**src/rtl/core/zgrle_pkg.sv**
```systemverilog
// ----------------------------------------------------------------------------
// zgrle_pkg
// Shared widths, codes and controller/datapath interface types for the
// zigzag Elias-gamma run-length encoder.
// ----------------------------------------------------------------------------
package zgrle_pkg;

   // Accumulator holds up to 38 leftover bits plus a 31-bit run code.
   localparam int unsigned ACC_W   = 72;
   localparam int unsigned PEND_W  = 7;
   localparam int unsigned CODE_W  = 16;
   localparam int unsigned RUN_W   = 16;
   localparam int unsigned LEN_W   = 4;
   localparam int unsigned SHIFT_W = 5;

   localparam logic             ACTION_SAMPLE = 1'b0;
   localparam logic             ACTION_FINISH = 1'b1;
   localparam logic [CODE_W-1:0] REJECT_SAMPLE = 16'h8000;
   localparam logic [PEND_W-1:0] BYTE_BITS     = 7'd8;

   typedef struct packed {
      logic load;        // capture input item
      logic run_inc;     // count one more copy
      logic set_prev;    // previous code <= current code
      logic append_run;  // append gamma code of run count
      logic run_clear;
      logic append_v;    // append gamma code of current code
      logic flush_byte;  // drop top whole byte
      logic clear_all;   // end of stream
   } cmd_type;

   typedef struct packed {
      logic             is_finish;
      logic             is_reject;
      logic             code_match;
      logic             run_zero;
      logic             run_below_limit;
      logic             pend_ge8;
      logic             pend_zero;
      logic             last_byte;   // top byte is the final whole byte
      logic [7:0]       flush_byte;
      logic [7:0]       pad_byte;
   } status_type;

endpackage

```
**src/rtl/core/zgrle_dp.sv**
```systemverilog
// ----------------------------------------------------------------------------
// zgrle_dp
// Datapath: item capture, zigzag map, run state, bit accumulator with a
// shared gamma append unit and byte extraction.
// ----------------------------------------------------------------------------
module zgrle_dp #(
   parameter int unsigned RUN_LIMIT = 65533
) (
   input  logic                             clock,
   input  logic                             reset,
   input  logic                             req_action,
   input  logic signed [15:0]               req_sample,
   input  zgrle_pkg::cmd_type               cmd,
   output zgrle_pkg::status_type            status
);

   logic [zgrle_pkg::ACC_W-1:0]   acc_ff, acc_in;
   logic [zgrle_pkg::PEND_W-1:0]  pend_ff, pend_in;
   logic [zgrle_pkg::CODE_W-1:0]  prev_ff, prev_in;
   logic [zgrle_pkg::RUN_W-1:0]   run_ff, run_in;
   logic [zgrle_pkg::CODE_W-1:0]  code_ff, code_in;
   logic                          finish_ff, finish_in;
   logic                          reject_ff, reject_in;

   logic [zgrle_pkg::CODE_W-1:0]  raw;
   logic [zgrle_pkg::CODE_W-1:0]  zz;
   logic [zgrle_pkg::CODE_W-1:0]  operand;
   logic [zgrle_pkg::LEN_W-1:0]   len;
   logic [zgrle_pkg::SHIFT_W-1:0] shift;
   logic [zgrle_pkg::PEND_W-1:0]  pend_less8;

   function automatic logic [zgrle_pkg::LEN_W-1:0] msb_index(
      input logic [zgrle_pkg::CODE_W-1:0] t);
      logic [zgrle_pkg::LEN_W-1:0] r;
      r = '0;
      for (int i = 1; i < zgrle_pkg::CODE_W; i++) begin
         if (t[i]) begin
            r = zgrle_pkg::LEN_W'(i);
         end
      end
      return r;
   endfunction

   assign raw = req_sample;
   assign zz  = {raw[zgrle_pkg::CODE_W-2:0], 1'b0} ^ {zgrle_pkg::CODE_W{raw[15]}};

   assign operand    = cmd.append_run ? run_ff : code_ff;
   assign len        = msb_index(operand);
   assign shift      = {len, 1'b1};
   assign pend_less8 = pend_ff - zgrle_pkg::BYTE_BITS;

   always_comb begin
      acc_in    = acc_ff;
      pend_in   = pend_ff;
      prev_in   = prev_ff;
      run_in    = run_ff;
      code_in   = code_ff;
      finish_in = finish_ff;
      reject_in = reject_ff;
      if (cmd.load) begin
         code_in   = zz + 16'd1;
         finish_in = (req_action == zgrle_pkg::ACTION_FINISH);
         reject_in = (raw == zgrle_pkg::REJECT_SAMPLE);
      end
      if (cmd.run_inc) begin
         run_in = run_ff + 16'd1;
      end
      if (cmd.set_prev) begin
         prev_in = code_ff;
      end
      if (cmd.run_clear) begin
         run_in = '0;
      end
      if (cmd.append_run || cmd.append_v) begin
         acc_in  = (acc_ff << shift) | zgrle_pkg::ACC_W'(operand);
         pend_in = pend_ff + zgrle_pkg::PEND_W'(shift);
      end
      if (cmd.flush_byte) begin
         pend_in = pend_less8;
      end
      if (cmd.clear_all) begin
         acc_in  = '0;
         pend_in = '0;
         prev_in = '0;
         run_in  = '0;
      end
   end

   always_ff @(posedge clock) begin
      if (reset) begin
         acc_ff  <= '0;
         pend_ff <= '0;
         prev_ff <= '0;
         run_ff  <= '0;
      end else begin
         acc_ff  <= acc_in;
         pend_ff <= pend_in;
         prev_ff <= prev_in;
         run_ff  <= run_in;
      end
   end

   always_ff @(posedge clock) begin
      code_ff   <= code_in;
      finish_ff <= finish_in;
      reject_ff <= reject_in;
   end

   always_comb begin
      status.is_finish       = finish_ff;
      status.is_reject       = reject_ff;
      status.code_match      = (code_ff == prev_ff);
      status.run_zero        = (run_ff == '0);
      status.run_below_limit = (run_ff < zgrle_pkg::RUN_W'(RUN_LIMIT));
      status.pend_ge8        = (pend_ff >= zgrle_pkg::BYTE_BITS);
      status.pend_zero       = (pend_ff == '0);
      status.last_byte       = (pend_less8 < zgrle_pkg::BYTE_BITS);
      status.flush_byte      = 8'(acc_ff >> pend_less8);
      status.pad_byte        = 8'(acc_ff[7:0] << (zgrle_pkg::BYTE_BITS - pend_ff));
   end

endmodule

```
**src/rtl/core/zgrle_ctrl.sv**
```systemverilog
// ----------------------------------------------------------------------------
// zgrle_ctrl
// Controller: sequences one item through run decision, gamma appends and
// byte flushing, and owns the result output register.
// ----------------------------------------------------------------------------
module zgrle_ctrl (
   input  logic                   clock,
   input  logic                   reset,
   input  logic                   req_valid,
   output logic                   req_ready,
   output logic                   rsp_valid,
   input  logic                   rsp_ready,
   output logic [7:0]             rsp_out_byte,
   output logic                   rsp_last_of_item,
   output logic                   rsp_end_of_stream,
   output logic                   rsp_rejected,
   output zgrle_pkg::cmd_type     cmd,
   input  zgrle_pkg::status_type  status
);

   typedef enum logic [2:0] {
      ST_IDLE,
      ST_EVAL,
      ST_APPEND_RUN,
      ST_FLUSH,
      ST_APPEND_V,
      ST_REJECT,
      ST_PAD,
      ST_TERM
   } state_type;

   state_type  state_ff, state_in;
   logic       rsp_valid_ff;
   logic [7:0] rsp_byte_ff;
   logic       rsp_last_ff;
   logic       rsp_eos_ff;
   logic       rsp_rej_ff;

   logic       slot_free;
   logic       emit;
   logic [7:0] emit_byte;
   logic       emit_last;
   logic       emit_eos;
   logic       emit_rej;

   assign slot_free = !rsp_valid_ff || rsp_ready;
   assign req_ready = (state_ff == ST_IDLE);

   always_comb begin
      state_in  = state_ff;
      cmd       = '0;
      emit      = 1'b0;
      emit_byte = '0;
      emit_last = 1'b0;
      emit_eos  = 1'b0;
      emit_rej  = 1'b0;
      unique case (state_ff)
         ST_IDLE: begin
            if (req_valid) begin
               cmd.load = 1'b1;
               state_in = ST_EVAL;
            end
         end
         ST_EVAL: begin
            priority if (status.is_finish) begin
               state_in = status.run_zero ? ST_FLUSH : ST_APPEND_RUN;
            end else if (status.is_reject) begin
               state_in = ST_REJECT;
            end else if (status.code_match && status.run_below_limit) begin
               cmd.run_inc = 1'b1;
               state_in    = status.run_zero ? ST_FLUSH : ST_IDLE;
            end else begin
               cmd.set_prev = 1'b1;
               state_in     = status.run_zero ? ST_FLUSH : ST_APPEND_RUN;
            end
         end
         ST_APPEND_RUN: begin
            cmd.append_run = 1'b1;
            cmd.run_clear  = 1'b1;
            state_in       = ST_FLUSH;
         end
         ST_FLUSH: begin
            if (status.pend_ge8) begin
               if (slot_free) begin
                  cmd.flush_byte = 1'b1;
                  emit           = 1'b1;
                  emit_byte      = status.flush_byte;
                  emit_last      = !status.is_finish && status.last_byte;
               end
            end else if (!status.is_finish) begin
               state_in = ST_APPEND_V;
            end else begin
               state_in = status.pend_zero ? ST_TERM : ST_PAD;
            end
         end
         ST_APPEND_V: begin
            cmd.append_v = 1'b1;
            state_in     = ST_IDLE;
         end
         ST_REJECT: begin
            if (slot_free) begin
               emit      = 1'b1;
               emit_last = 1'b1;
               emit_rej  = 1'b1;
               state_in  = ST_IDLE;
            end
         end
         ST_PAD: begin
            if (slot_free) begin
               emit      = 1'b1;
               emit_byte = status.pad_byte;
               state_in  = ST_TERM;
            end
         end
         ST_TERM: begin
            if (slot_free) begin
               emit          = 1'b1;
               emit_last     = 1'b1;
               emit_eos      = 1'b1;
               cmd.clear_all = 1'b1;
               state_in      = ST_IDLE;
            end
         end
         default: begin
            state_in = ST_IDLE;
         end
      endcase
   end

   always_ff @(posedge clock) begin
      if (reset) begin
         state_ff     <= ST_IDLE;
         rsp_valid_ff <= 1'b0;
      end else begin
         state_ff <= state_in;
         if (emit) begin
            rsp_valid_ff <= 1'b1;
         end else if (rsp_ready) begin
            rsp_valid_ff <= 1'b0;
         end
      end
      if (emit) begin
         rsp_byte_ff <= emit_byte;
         rsp_last_ff <= emit_last;
         rsp_eos_ff  <= emit_eos;
         rsp_rej_ff  <= emit_rej;
      end
   end

   assign rsp_valid         = rsp_valid_ff;
   assign rsp_out_byte      = rsp_byte_ff;
   assign rsp_last_of_item  = rsp_last_ff;
   assign rsp_end_of_stream = rsp_eos_ff;
   assign rsp_rejected      = rsp_rej_ff;

endmodule

```
**src/rtl/core/zigzag_elias_gamma_rle_encoder_top.sv**
```systemverilog
// ----------------------------------------------------------------------------
// zigzag_elias_gamma_rle_encoder_top
// Zigzag-mapped Elias-gamma byte encoder with run-length coding of repeats.
//
//   channel  dir  handshake            payload
//   req_     in   req_valid/req_ready  action, sample
//   rsp_     out  rsp_valid/rsp_ready  out_byte, last_of_item,
//                                      end_of_stream, rejected
//
// An item passes through acceptance and the run decision, then up to two gamma
// appends and its result bytes, one per flush step; a counted repeat that extends
// a nonzero run returns after the run decision, a rejection after its one byte.
// The result byte register limits output to one byte per cycle.
// A stalled rsp_ready holds the controller in its current emit state.
// Synchronous reset clears the accumulator, run state and controller.
// ----------------------------------------------------------------------------
module zigzag_elias_gamma_rle_encoder_top #(
   parameter int unsigned RUN_LIMIT = 65533
) (
   input  logic               clock,
   input  logic               reset,
   input  logic               req_valid,
   output logic               req_ready,
   input  logic               req_action,
   input  logic signed [15:0] req_sample,
   output logic               rsp_valid,
   input  logic               rsp_ready,
   output logic [7:0]         rsp_out_byte,
   output logic               rsp_last_of_item,
   output logic               rsp_end_of_stream,
   output logic               rsp_rejected
);

   zgrle_pkg::cmd_type    cmd;
   zgrle_pkg::status_type status;

   zgrle_ctrl u_ctrl (
      .clock             (clock),
      .reset             (reset),
      .req_valid         (req_valid),
      .req_ready         (req_ready),
      .rsp_valid         (rsp_valid),
      .rsp_ready         (rsp_ready),
      .rsp_out_byte      (rsp_out_byte),
      .rsp_last_of_item  (rsp_last_of_item),
      .rsp_end_of_stream (rsp_end_of_stream),
      .rsp_rejected      (rsp_rejected),
      .cmd               (cmd),
      .status            (status)
   );

   zgrle_dp #(
      .RUN_LIMIT (RUN_LIMIT)
   ) u_dp (
      .clock      (clock),
      .reset      (reset),
      .req_action (req_action),
      .req_sample (req_sample),
      .cmd        (cmd),
      .status     (status)
   );

   a_eos_is_last: assert property (@(posedge clock) disable iff (reset)
      rsp_valid && rsp_end_of_stream |-> rsp_last_of_item && !rsp_rejected)
      else $error("terminator item not marked last");

   a_reject_form: assert property (@(posedge clock) disable iff (reset)
      rsp_valid && rsp_rejected |-> rsp_last_of_item && rsp_out_byte == 8'd0)
      else $error("rejection item malformed");

   a_busy_after_accept: assert property (@(posedge clock) disable iff (reset)
      req_valid && req_ready |=> !req_ready)
      else $error("input taken while item in progress");

   a_eos_byte_zero: assert property (@(posedge clock) disable iff (reset)
      rsp_valid && rsp_end_of_stream |-> rsp_out_byte == 8'd0)
      else $error("terminator byte not zero");

endmodule

```
**config.mk**
```make
export PLATFORM = sky130hd
export DESIGN_NAME = zigzag_elias_gamma_rle_encoder_top
export DESIGN_NICKNAME = d
export VERILOG_FILES = /design/src/rtl/core/zgrle_pkg.sv /design/src/rtl/core/zgrle_dp.sv /design/src/rtl/core/zgrle_ctrl.sv /design/src/rtl/core/zigzag_elias_gamma_rle_encoder_top.sv
export SDC_FILE = /design/constraint.sdc
export NUM_CORES = 1
export LEC_CHECK = 0
export ABC_AREA = 1
export ABC_CLOCK_PERIOD_IN_PS = 3100
export CAP_MARGIN = 40
export CORE_MARGIN = 4
export CORE_UTILIZATION = 40
export CTS_CLUSTER_SIZE = 12
export DETAILED_ROUTE_END_ITERATION = 10
export DONT_BUFFER_PORTS = 1
export PLACE_DENSITY = 0.64
export REMOVE_ABC_BUFFERS = 1
export SETUP_SLACK_MARGIN = 0.15
export SLEW_MARGIN = 20
export SYNTH_ARGS = -nofsm -noshare
export SYNTH_HDL_FRONTEND = slang
export SYNTH_SLANG_ARGS = --single-unit
```
**constraint.sdc**
```tcl
create_clock -name clock -period 3.1 [get_ports clock]
set_clock_uncertainty 0.2 [all_clocks]
set_input_delay 0.155 -clock clock [delete_from_list [all_inputs] [get_ports clock]]
set_output_delay 0.155 -clock clock [all_outputs]
set_load 0.01 [all_outputs]
```
==> impl_metrics.csv, run 1 <==
group,metric,value,unit
outcome,status,"finished, violations left",
outcome,violations,"negative setup slack",
clock_tree,cts_tree,"done",
timing,timing_worst_slew_pin_value,0.868,ns
grt,grt_overflow,0,
detailed_routing,viasPerCell,6.05,
power,p_int,8.80,mW
worst_setup_path,start_kind,"register",
hold_path,hold_class,"in2reg",
detailed_routing,drc,0,
grt,grt-busiest-layer,"met2",
timing,slew_violations,0,
placed_design,dpl_cell_area,14500,um2
clock_tree,insertion_delay,0.46,ns
floorplan,die_h,189,um
worst_setup_path,rrSetupSlack,-0.05,ns
grt,first_global_vias,14800,
worst_setup_path,timing.rr.start,"u_ctrl.state_ff[1]$_SDFFE_PP0P_",
detailed_routing,wire_per_inst,20.5,um
timing,slew_headroom,42.1,%
layout,diodes,0,
synth,synth_edf_count,29,
clock_tree,cts.path.max_buffers,2,
timing,fmax,0.318,GHz
power,p_comb_share,74.5,%
grt,grt_pass1_wl,80.3,mm
layout,ff_latch_area,3180,um2
synth,async_flop_share,0,%
grt,antenna_found_initial,0,
clock_tree,path_clk_slew,0.07,ns
timing,fin_hold_ws,0.0140,ns
timing,setup_violations,11,
worst_setup_path,required,3.25,ns
detailed_routing,drtIter0Drc,2624,
timing,setup_slack,-0.0465,ns
worst_setup_path,worstPathArrival,3.29,ns
synth,ys_seq_area_share,24.3,%
clock_tree,root_buffer,"clkbuf_16",
placed_design,hpwlAfterDp,36.6,mm
grt,grt_util_all_layers,27.8,%
synth,synthTopCellsByArea,"nand3_1 21%, dfxtp_1 18%, nand2_1 15%",
detailed_routing,route.final.wire_length,57.2,mm
layout,syn2layout_area_growth,40.1,%
detailed_routing,ant_nets,0,
placed_design,place.gp.congestion,0.959,
synth,synth_area,13100,um2
timing,finalHoldViolCount,0,
clock_tree,htreeDepth,4,
detailed_routing,vias,16900,
worst_setup_path,r2r-end,"u_dp.acc_ff[69]$_SDFFE_PP0P_",
layout,fillers,2920,
synth,yosys-top-cells-count,"541 x nand3_1, 533 x nand2_1, 243 x inv_1",
floorplan,coreArea,31900,um2
worst_setup_path,endpoint,"u_dp.acc_ff[69]$_SDFFE_PP0P_",
placed_design,pre_cts_slack,-0.152,ns
power,peakVddDrop,0.666,mV
power,power_switching,10.7,mW
synth,yosysTopAreaCell,"nand3_1",
worst_setup_path,cp_common_cell,"nand2_1",
detailed_routing,drt_pass1_iterations,9,
worst_setup_path,reg2reg_depth,27,
worst_setup_path,endpoint_kind,"register",
grt,met3_usage,5.63,%
layout,fin_area,18300,um2
worst_setup_path,crit_path_max_fanout,8,
power,seqPwrFrac,14.6,%
layout,multi_input_area,10300,um2
synth,ys_ff_latch,144,
floorplan,dieArea,35600,um2
synth,synth.avg_cell_area,5.92,um2
synth,synth_cells,2209,
placed_design,port_buffers,0,
grt,grt_use_met1,38.9,%
worst_setup_path,worstSetupStartpoint,"u_ctrl.state_ff[1]$_SDFFE_PP0P_",
power,pwr-share-clk,11.0,%
worst_setup_path,slowest_stage,"dfxtp_2",
synth,synth_most_common_cell,"nand3_1",
synth,yosysTopAreaCellShare,20.7,%
floorplan,ios,34,
run,max-cap-violations,0,
layout,fin_cells,2786,
grt,grt_max_degree,81,
timing,period_share,101,%
timing,rsz0062_at_grt,"yes",
worst_setup_path,path_class,"reg2reg",
timing,min_period,3.15,ns
placed_design,placed_cells,2664,
synth,synth_ff_type,"dfxtp_1",
layout,drive_above_1_share,25.4,%
power,power,19.5,mW
grt,grt_use_met2,43.6,%
worst_setup_path,slowest_delay,0.35,ns
layout,utilization,57.5,%
clock_tree,cts_sinks,144,
floorplan,die_w,189,um
floorplan,rows,65,
synth,synth.distinct_cells,49,
layout,fin_nets,2374,
power,power_density,1060,nW/um2
floorplan,initial_core_util,41.0,%
power,swShare,54.8,%
power,p_leak,8.02,nW
synth,yosysWarnings,0,
timing,finalSetupTns,-0.219,ns
clock_tree,cts_buffers,17,
[timing repair]
| action | 4_1_cts | 5_1_grt |
|---|---|---|
| hold buffers | 46 | 0 |
| setup buffers | 2 | 26 |
| endpoints found under the hold margin | 34 | 0 |
| cloned | 1 | 15 |
| setup endpoints to repair | 56 | 91 |
| pin swaps | 2 | 64 |
| resized for setup | 31 | 440 |
[logic make-up after synthesis]
| kind of cell | Yosys count | share of synthesized area [%] |
|---|---|---|
| mux | 24 | 1.84 |
| buf+inv | 397 | 12.3 |
| compound gates | 362 | 15.4 |
| xor+xnor | 50 | 3.35 |
| flops | 144 | 24.3 |
| simple gates | 1217 | 41.3 |
| fa+ha+maj | 15 | 1.49 |
[per-layer routing]
layer  part of all wire, %  routed length [um]  up-vias
met4                   4.5                2580        0
li1                      -                   -     7698
met3                    11                6570      239
met1                    40               22900     7805
met2                    44               25100     1115
met5                     0                   0        -
[final cells by class]
class	instances	area share (%)
clock buffers	18	2.34
clock inverters	14	0.827
inverters	250	5.19
multi-input cells	1668	56.4
flip-flops and latches	144	17.4
well taps	435	2.97
repair buffers	257	14.9
[sequential cells by signal, summed over array words and instances (netlist names), 3 cells and up]
register,flops
u_dp.run_ff,16
u_dp.acc_ff,72
u_dp.prev_ff,16
u_dp.pend_ff,7
u_ctrl.state_ff,3
u_ctrl.rsp_out_byte,8
u_dp.code_ff,16
[placed cells by master, fill, tap and decap left out, drive strengths merged, types with 4 or more instances in the layout]
| cell | count |
|---|---|
| dfxtp | 115 |
| nand4 | 10 |
| buf | 202 |
| mux2i | 24 |
| o21ai | 204 |
| a31oi | 12 |
| o211ai | 18 |
| nor4 | 7 |
| o31ai | 4 |
| a21oi | 85 |
| xor2 | 24 |
| inv | 256 |
| nand3 | 542 |
| o2111ai | 4 |
| dlygate4sd3 | 46 |
| ha | 14 |
| a211oi | 4 |
| nor2 | 84 |
| o221ai | 15 |
| clkinv | 5 |
| nand2 | 536 |
| nor3 | 18 |
| edfxtp | 29 |
| xnor2 | 26 |
| or2 | 14 |
| clkbuf | 27 |
[worst max-delay path: cells and delay by family (launching register included)]
kind	cells	cell delay [ns]
simple gates	19	1.41
buf+inv	7	0.89
flops	1	0.35
compound gates	1	0.18
[power groups by stage]
stage | clock network [mW] | logic [mW] | registers [mW]
floorplan | 0 | 6.40 | 2.83
global placement | 0 | 10.3 | 2.83
detailed placement | 0 | 10.4 | 2.84
CTS | 2.13 | 10.7 | 2.81
global route | 2.21 | 15.5 | 2.87
finish | 2.14 | 14.5 | 2.84
[how the worst min path moves through the flow]
stage,slack (ns),endpoint,start,depth (start not counted)
finish,0.01,u_dp.code_ff[14]$_DFFE_PP_,req_sample[15],4
global route,0.05,u_dp.code_ff[14]$_DFFE_PP_,req_sample[15],4
CTS,0.009,u_dp.code_ff[14]$_DFFE_PP_,req_sample[15],4
detailed placement,0.04,u_ctrl.state_ff[1]$_SDFFE_PP0P_,reset,1
global placement,0.04,u_ctrl.state_ff[1]$_SDFFE_PP0P_,reset,1
floorplan,0.02,u_ctrl.state_ff[1]$_SDFFE_PP0P_,reset,1
Power figures use the tool's default switching activity.
==> run 2: changes to the inputs <==
--- a/config.mk
+++ b/config.mk
@@ -8,12 +8,14 @@
 export ABC_AREA = 1
 export ABC_CLOCK_PERIOD_IN_PS = 3100
 export CAP_MARGIN = 40
+export CELL_PAD_IN_SITES_DETAIL_PLACEMENT = 0
+export CELL_PAD_IN_SITES_GLOBAL_PLACEMENT = 1
 export CORE_MARGIN = 4
 export CORE_UTILIZATION = 40
 export CTS_CLUSTER_SIZE = 12
 export DETAILED_ROUTE_END_ITERATION = 10
 export DONT_BUFFER_PORTS = 1
-export PLACE_DENSITY = 0.64
+export PLACE_DENSITY = 0.84
 export REMOVE_ABC_BUFFERS = 1
 export SETUP_SLACK_MARGIN = 0.15
 export SLEW_MARGIN = 20
==> impl_metrics.csv, run 2 (synthesized netlist as in run 1, its figures left out) <==
group,metric,value,unit
hold_path,holdPathEnd,"u_dp.code_ff[6]$_DFFE_PP_",
hold_path,min_from,"req_sample[15]",
placed_design,hpwlAfterDp,35.9,mm
worst_setup_path,required,3.29,ns
floorplan,die_w,189,um
layout,fin_cells,2756,
layout,diodes,0,
detailed_routing,route.final.wire_length,55.8,mm
grt,grt_util_all_layers,27.3,%
worst_setup_path,worstPathArrival,3.27,ns
clock_tree,cts.path.max_buffers,2,
power,peakVddDrop,0.526,mV
detailed_routing,viasPerCell,5.97,
grt,antenna_found_initial,0,
layout,top_register,"u_dp.acc_ff",
layout,ff_latch_area,3190,um2
worst_setup_path,slowest_stage,"dfxtp_4",
detailed_routing,drtIter0Drc,2208,
placed_design,port_buffers,0,
timing,slew_headroom,38.3,%
grt,first_global_vias,14400,
layout,mostFrequentLayoutCells,"443 x nand2_1, 234 x inv_1, 229 x nand3_2",
placed_design,placed_cells,2642,
layout,drive_above_1_share,29.9,%
grt,grt_overflow,0,
worst_setup_path,crit_path_max_fanout,7,
grt,grt_pass1_wl,79.2,mm
clock_tree,insertion_delay,0.45,ns
power,p_leak,8.10,nW
floorplan,ios,34,
detailed_routing,drc,0,
layout,utilization,59.8,%
grt,grt_max_degree,81,
worst_setup_path,cp_num_buf_inv,6,
power,power_switching,11.2,mW
worst_setup_path,endpoint_kind,"register",
worst_setup_path,reg2reg_depth,28,
worst_setup_path,rrSetupSlack,0.02,ns
clock_tree,cts_tree,"done",
clock_tree,cts_sinks,144,
timing,min_period,3.08,ns
timing,finalHoldViolCount,0,
layout,final_common_cell,"nand2_1",
layout,multi_input_area,11300,um2
layout,largest_reg_flops,72,
detailed_routing,wl_met2,24.8,mm
hold_path,hold_class,"in2reg",
detailed_routing,ant_nets,0,
worst_setup_path,start_kind,"register",
floorplan,initial_core_util,41.0,%
timing,rsz0062_at_grt,"yes",
timing,setup_violations,0,
layout,syn2layout_area_growth,45.8,%
power,power_density,1060,nW/um2
power,p_comb_share,75.3,%
floorplan,coreArea,31900,um2
layout,fin_nets,2344,
floorplan,rows,65,
worst_setup_path,cp_common_cell,"nand2_1",
outcome,status,"finished, final reports clean",
detailed_routing,vias,16500,
detailed_routing,top_layer_used,"met4",
worst_setup_path,timing.rr.start,"u_ctrl.state_ff[0]$_SDFFE_PP0P_",
hold_path,min_path_cells,5,
worst_setup_path,r2r-end,"u_dp.acc_ff[20]$_SDFFE_PP0P_",
worst_setup_path,cp.depth,28,
layout,fillers,2773,
floorplan,dieArea,35600,um2
power,pwr-share-clk,10.5,%
detailed_routing,drt_pass1_iterations,6,
clock_tree,root_buffer,"clkbuf_16",
detailed_routing,met1_length,23.7,mm
detailed_routing,wl_met3,5.20,mm
clock_tree,cts_buffers,17,
timing,slew_violations,0,
timing,fmax,0.325,GHz
power,seqPwrFrac,14.2,%
clock_tree,htreeDepth,4,
power,swShare,55.5,%
placed_design,place.gp.congestion,0.977,
run,max-cap-violations,0,
timing,period_share,99.3,%
detailed_routing,wire_per_inst,20.2,um
clock_tree,path_clk_slew,0.07,ns
worst_setup_path,path_class,"reg2reg",
timing,timing_worst_slew_pin_value,0.926,ns
floorplan,die_h,189,um
power,p_int,8.98,mW
worst_setup_path,slowest_delay,0.39,ns
worst_setup_path,critPathTopFamily,"simple AND/OR/NAND/NOR gates",
run 2: cell type report:
type | count | share of cell area (%)
flip-flops and latches | 144 | 16.7
multi-input cells | 1669 | 59.1
well taps | 435 | 2.85
inverters | 250 | 4.97
repair buffers | 226 | 13.3
clock buffers | 17 | 2.23
clock inverters | 15 | 0.860
run 2: per-stage QoR:
step / hold slack (ns) / TNS [ns] / power (mW) / area, um2 / worst slack (ns)
2_1_floorplan: 0.0241 / -238.88 / 9.23 / 12400 / -3.01
3_3_place_gp: 0.0452 / -2.03 / 13.1 / 14300 / -0.133
3_5_place_dp: 0.0429 / -4.60 / 13.1 / 14300 / -0.202
4_1_cts: 0.0398 / 0 / 15.7 / 15600 / 0.136
5_1_grt: 0.105 / -6.57 / 21.3 / 19100 / -0.239
6_report: 0.0555 / 0 / 20.2 / 19100 / 0.0230
run 2: per-layer routing:
metal,vias to the layer above,global-route usage (%)
li1,7640,-
met1,7734,40.4
met2,911,41.4
met3,174,3.96
met4,0,7.99
met5,-,0
run 2: worst reg2reg max path: cells and delay by family (launching register included):
kind | cells | cell delay (ns)
AND/OR/NAND/NOR | 21 | 1.61
AO/OA/AOI/OAI | 1 | 0.10
buffers and inverters | 6 | 0.72
flip-flops | 1 | 0.39
run 2: worst max-delay path by stage:
stage                                    start                            to  slack [ns]
3_5_place_dp   u_ctrl.state_ff[0]$_SDFFE_PP0P_  u_dp.pend_ff[6]$_SDFFE_PP0P_       -0.20
2_1_floorplan  u_ctrl.state_ff[1]$_SDFFE_PP0P_  u_dp.pend_ff[5]$_SDFFE_PP0P_       -3.01
6_report       u_ctrl.state_ff[0]$_SDFFE_PP0P_  u_dp.acc_ff[20]$_SDFFE_PP0P_        0.02
4_1_cts        u_ctrl.state_ff[1]$_SDFFE_PP0P_  u_dp.pend_ff[5]$_SDFFE_PP0P_        0.14
5_1_grt        u_ctrl.state_ff[1]$_SDFFE_PP0P_  u_dp.pend_ff[5]$_SDFFE_PP0P_       -0.24
3_3_place_gp   u_ctrl.state_ff[0]$_SDFFE_PP0P_  u_dp.pend_ff[6]$_SDFFE_PP0P_       -0.13
run 2: power by group through the flow:
stage | combinational [mW] | clock, mW | sequential, mW
5_1_grt | 16.2 | 2.21 | 2.90
3_3_place_gp | 10.2 | 0 | 2.83
2_1_floorplan | 6.40 | 0 | 2.83
4_1_cts | 10.8 | 2.12 | 2.82
3_5_place_dp | 10.3 | 0 | 2.84
6_report | 15.2 | 2.12 | 2.87
run 2: what timing repair did:
item / CTS / global route
hold endpoints to repair: 43 / 0
endpoints found under the setup margin: 83 / 91
cloned: 3 / 15
buffers inserted: 4 / 16
pin swaps: 8 / 112
hold buffers: 44 / 0
resized for setup: 48 / 606
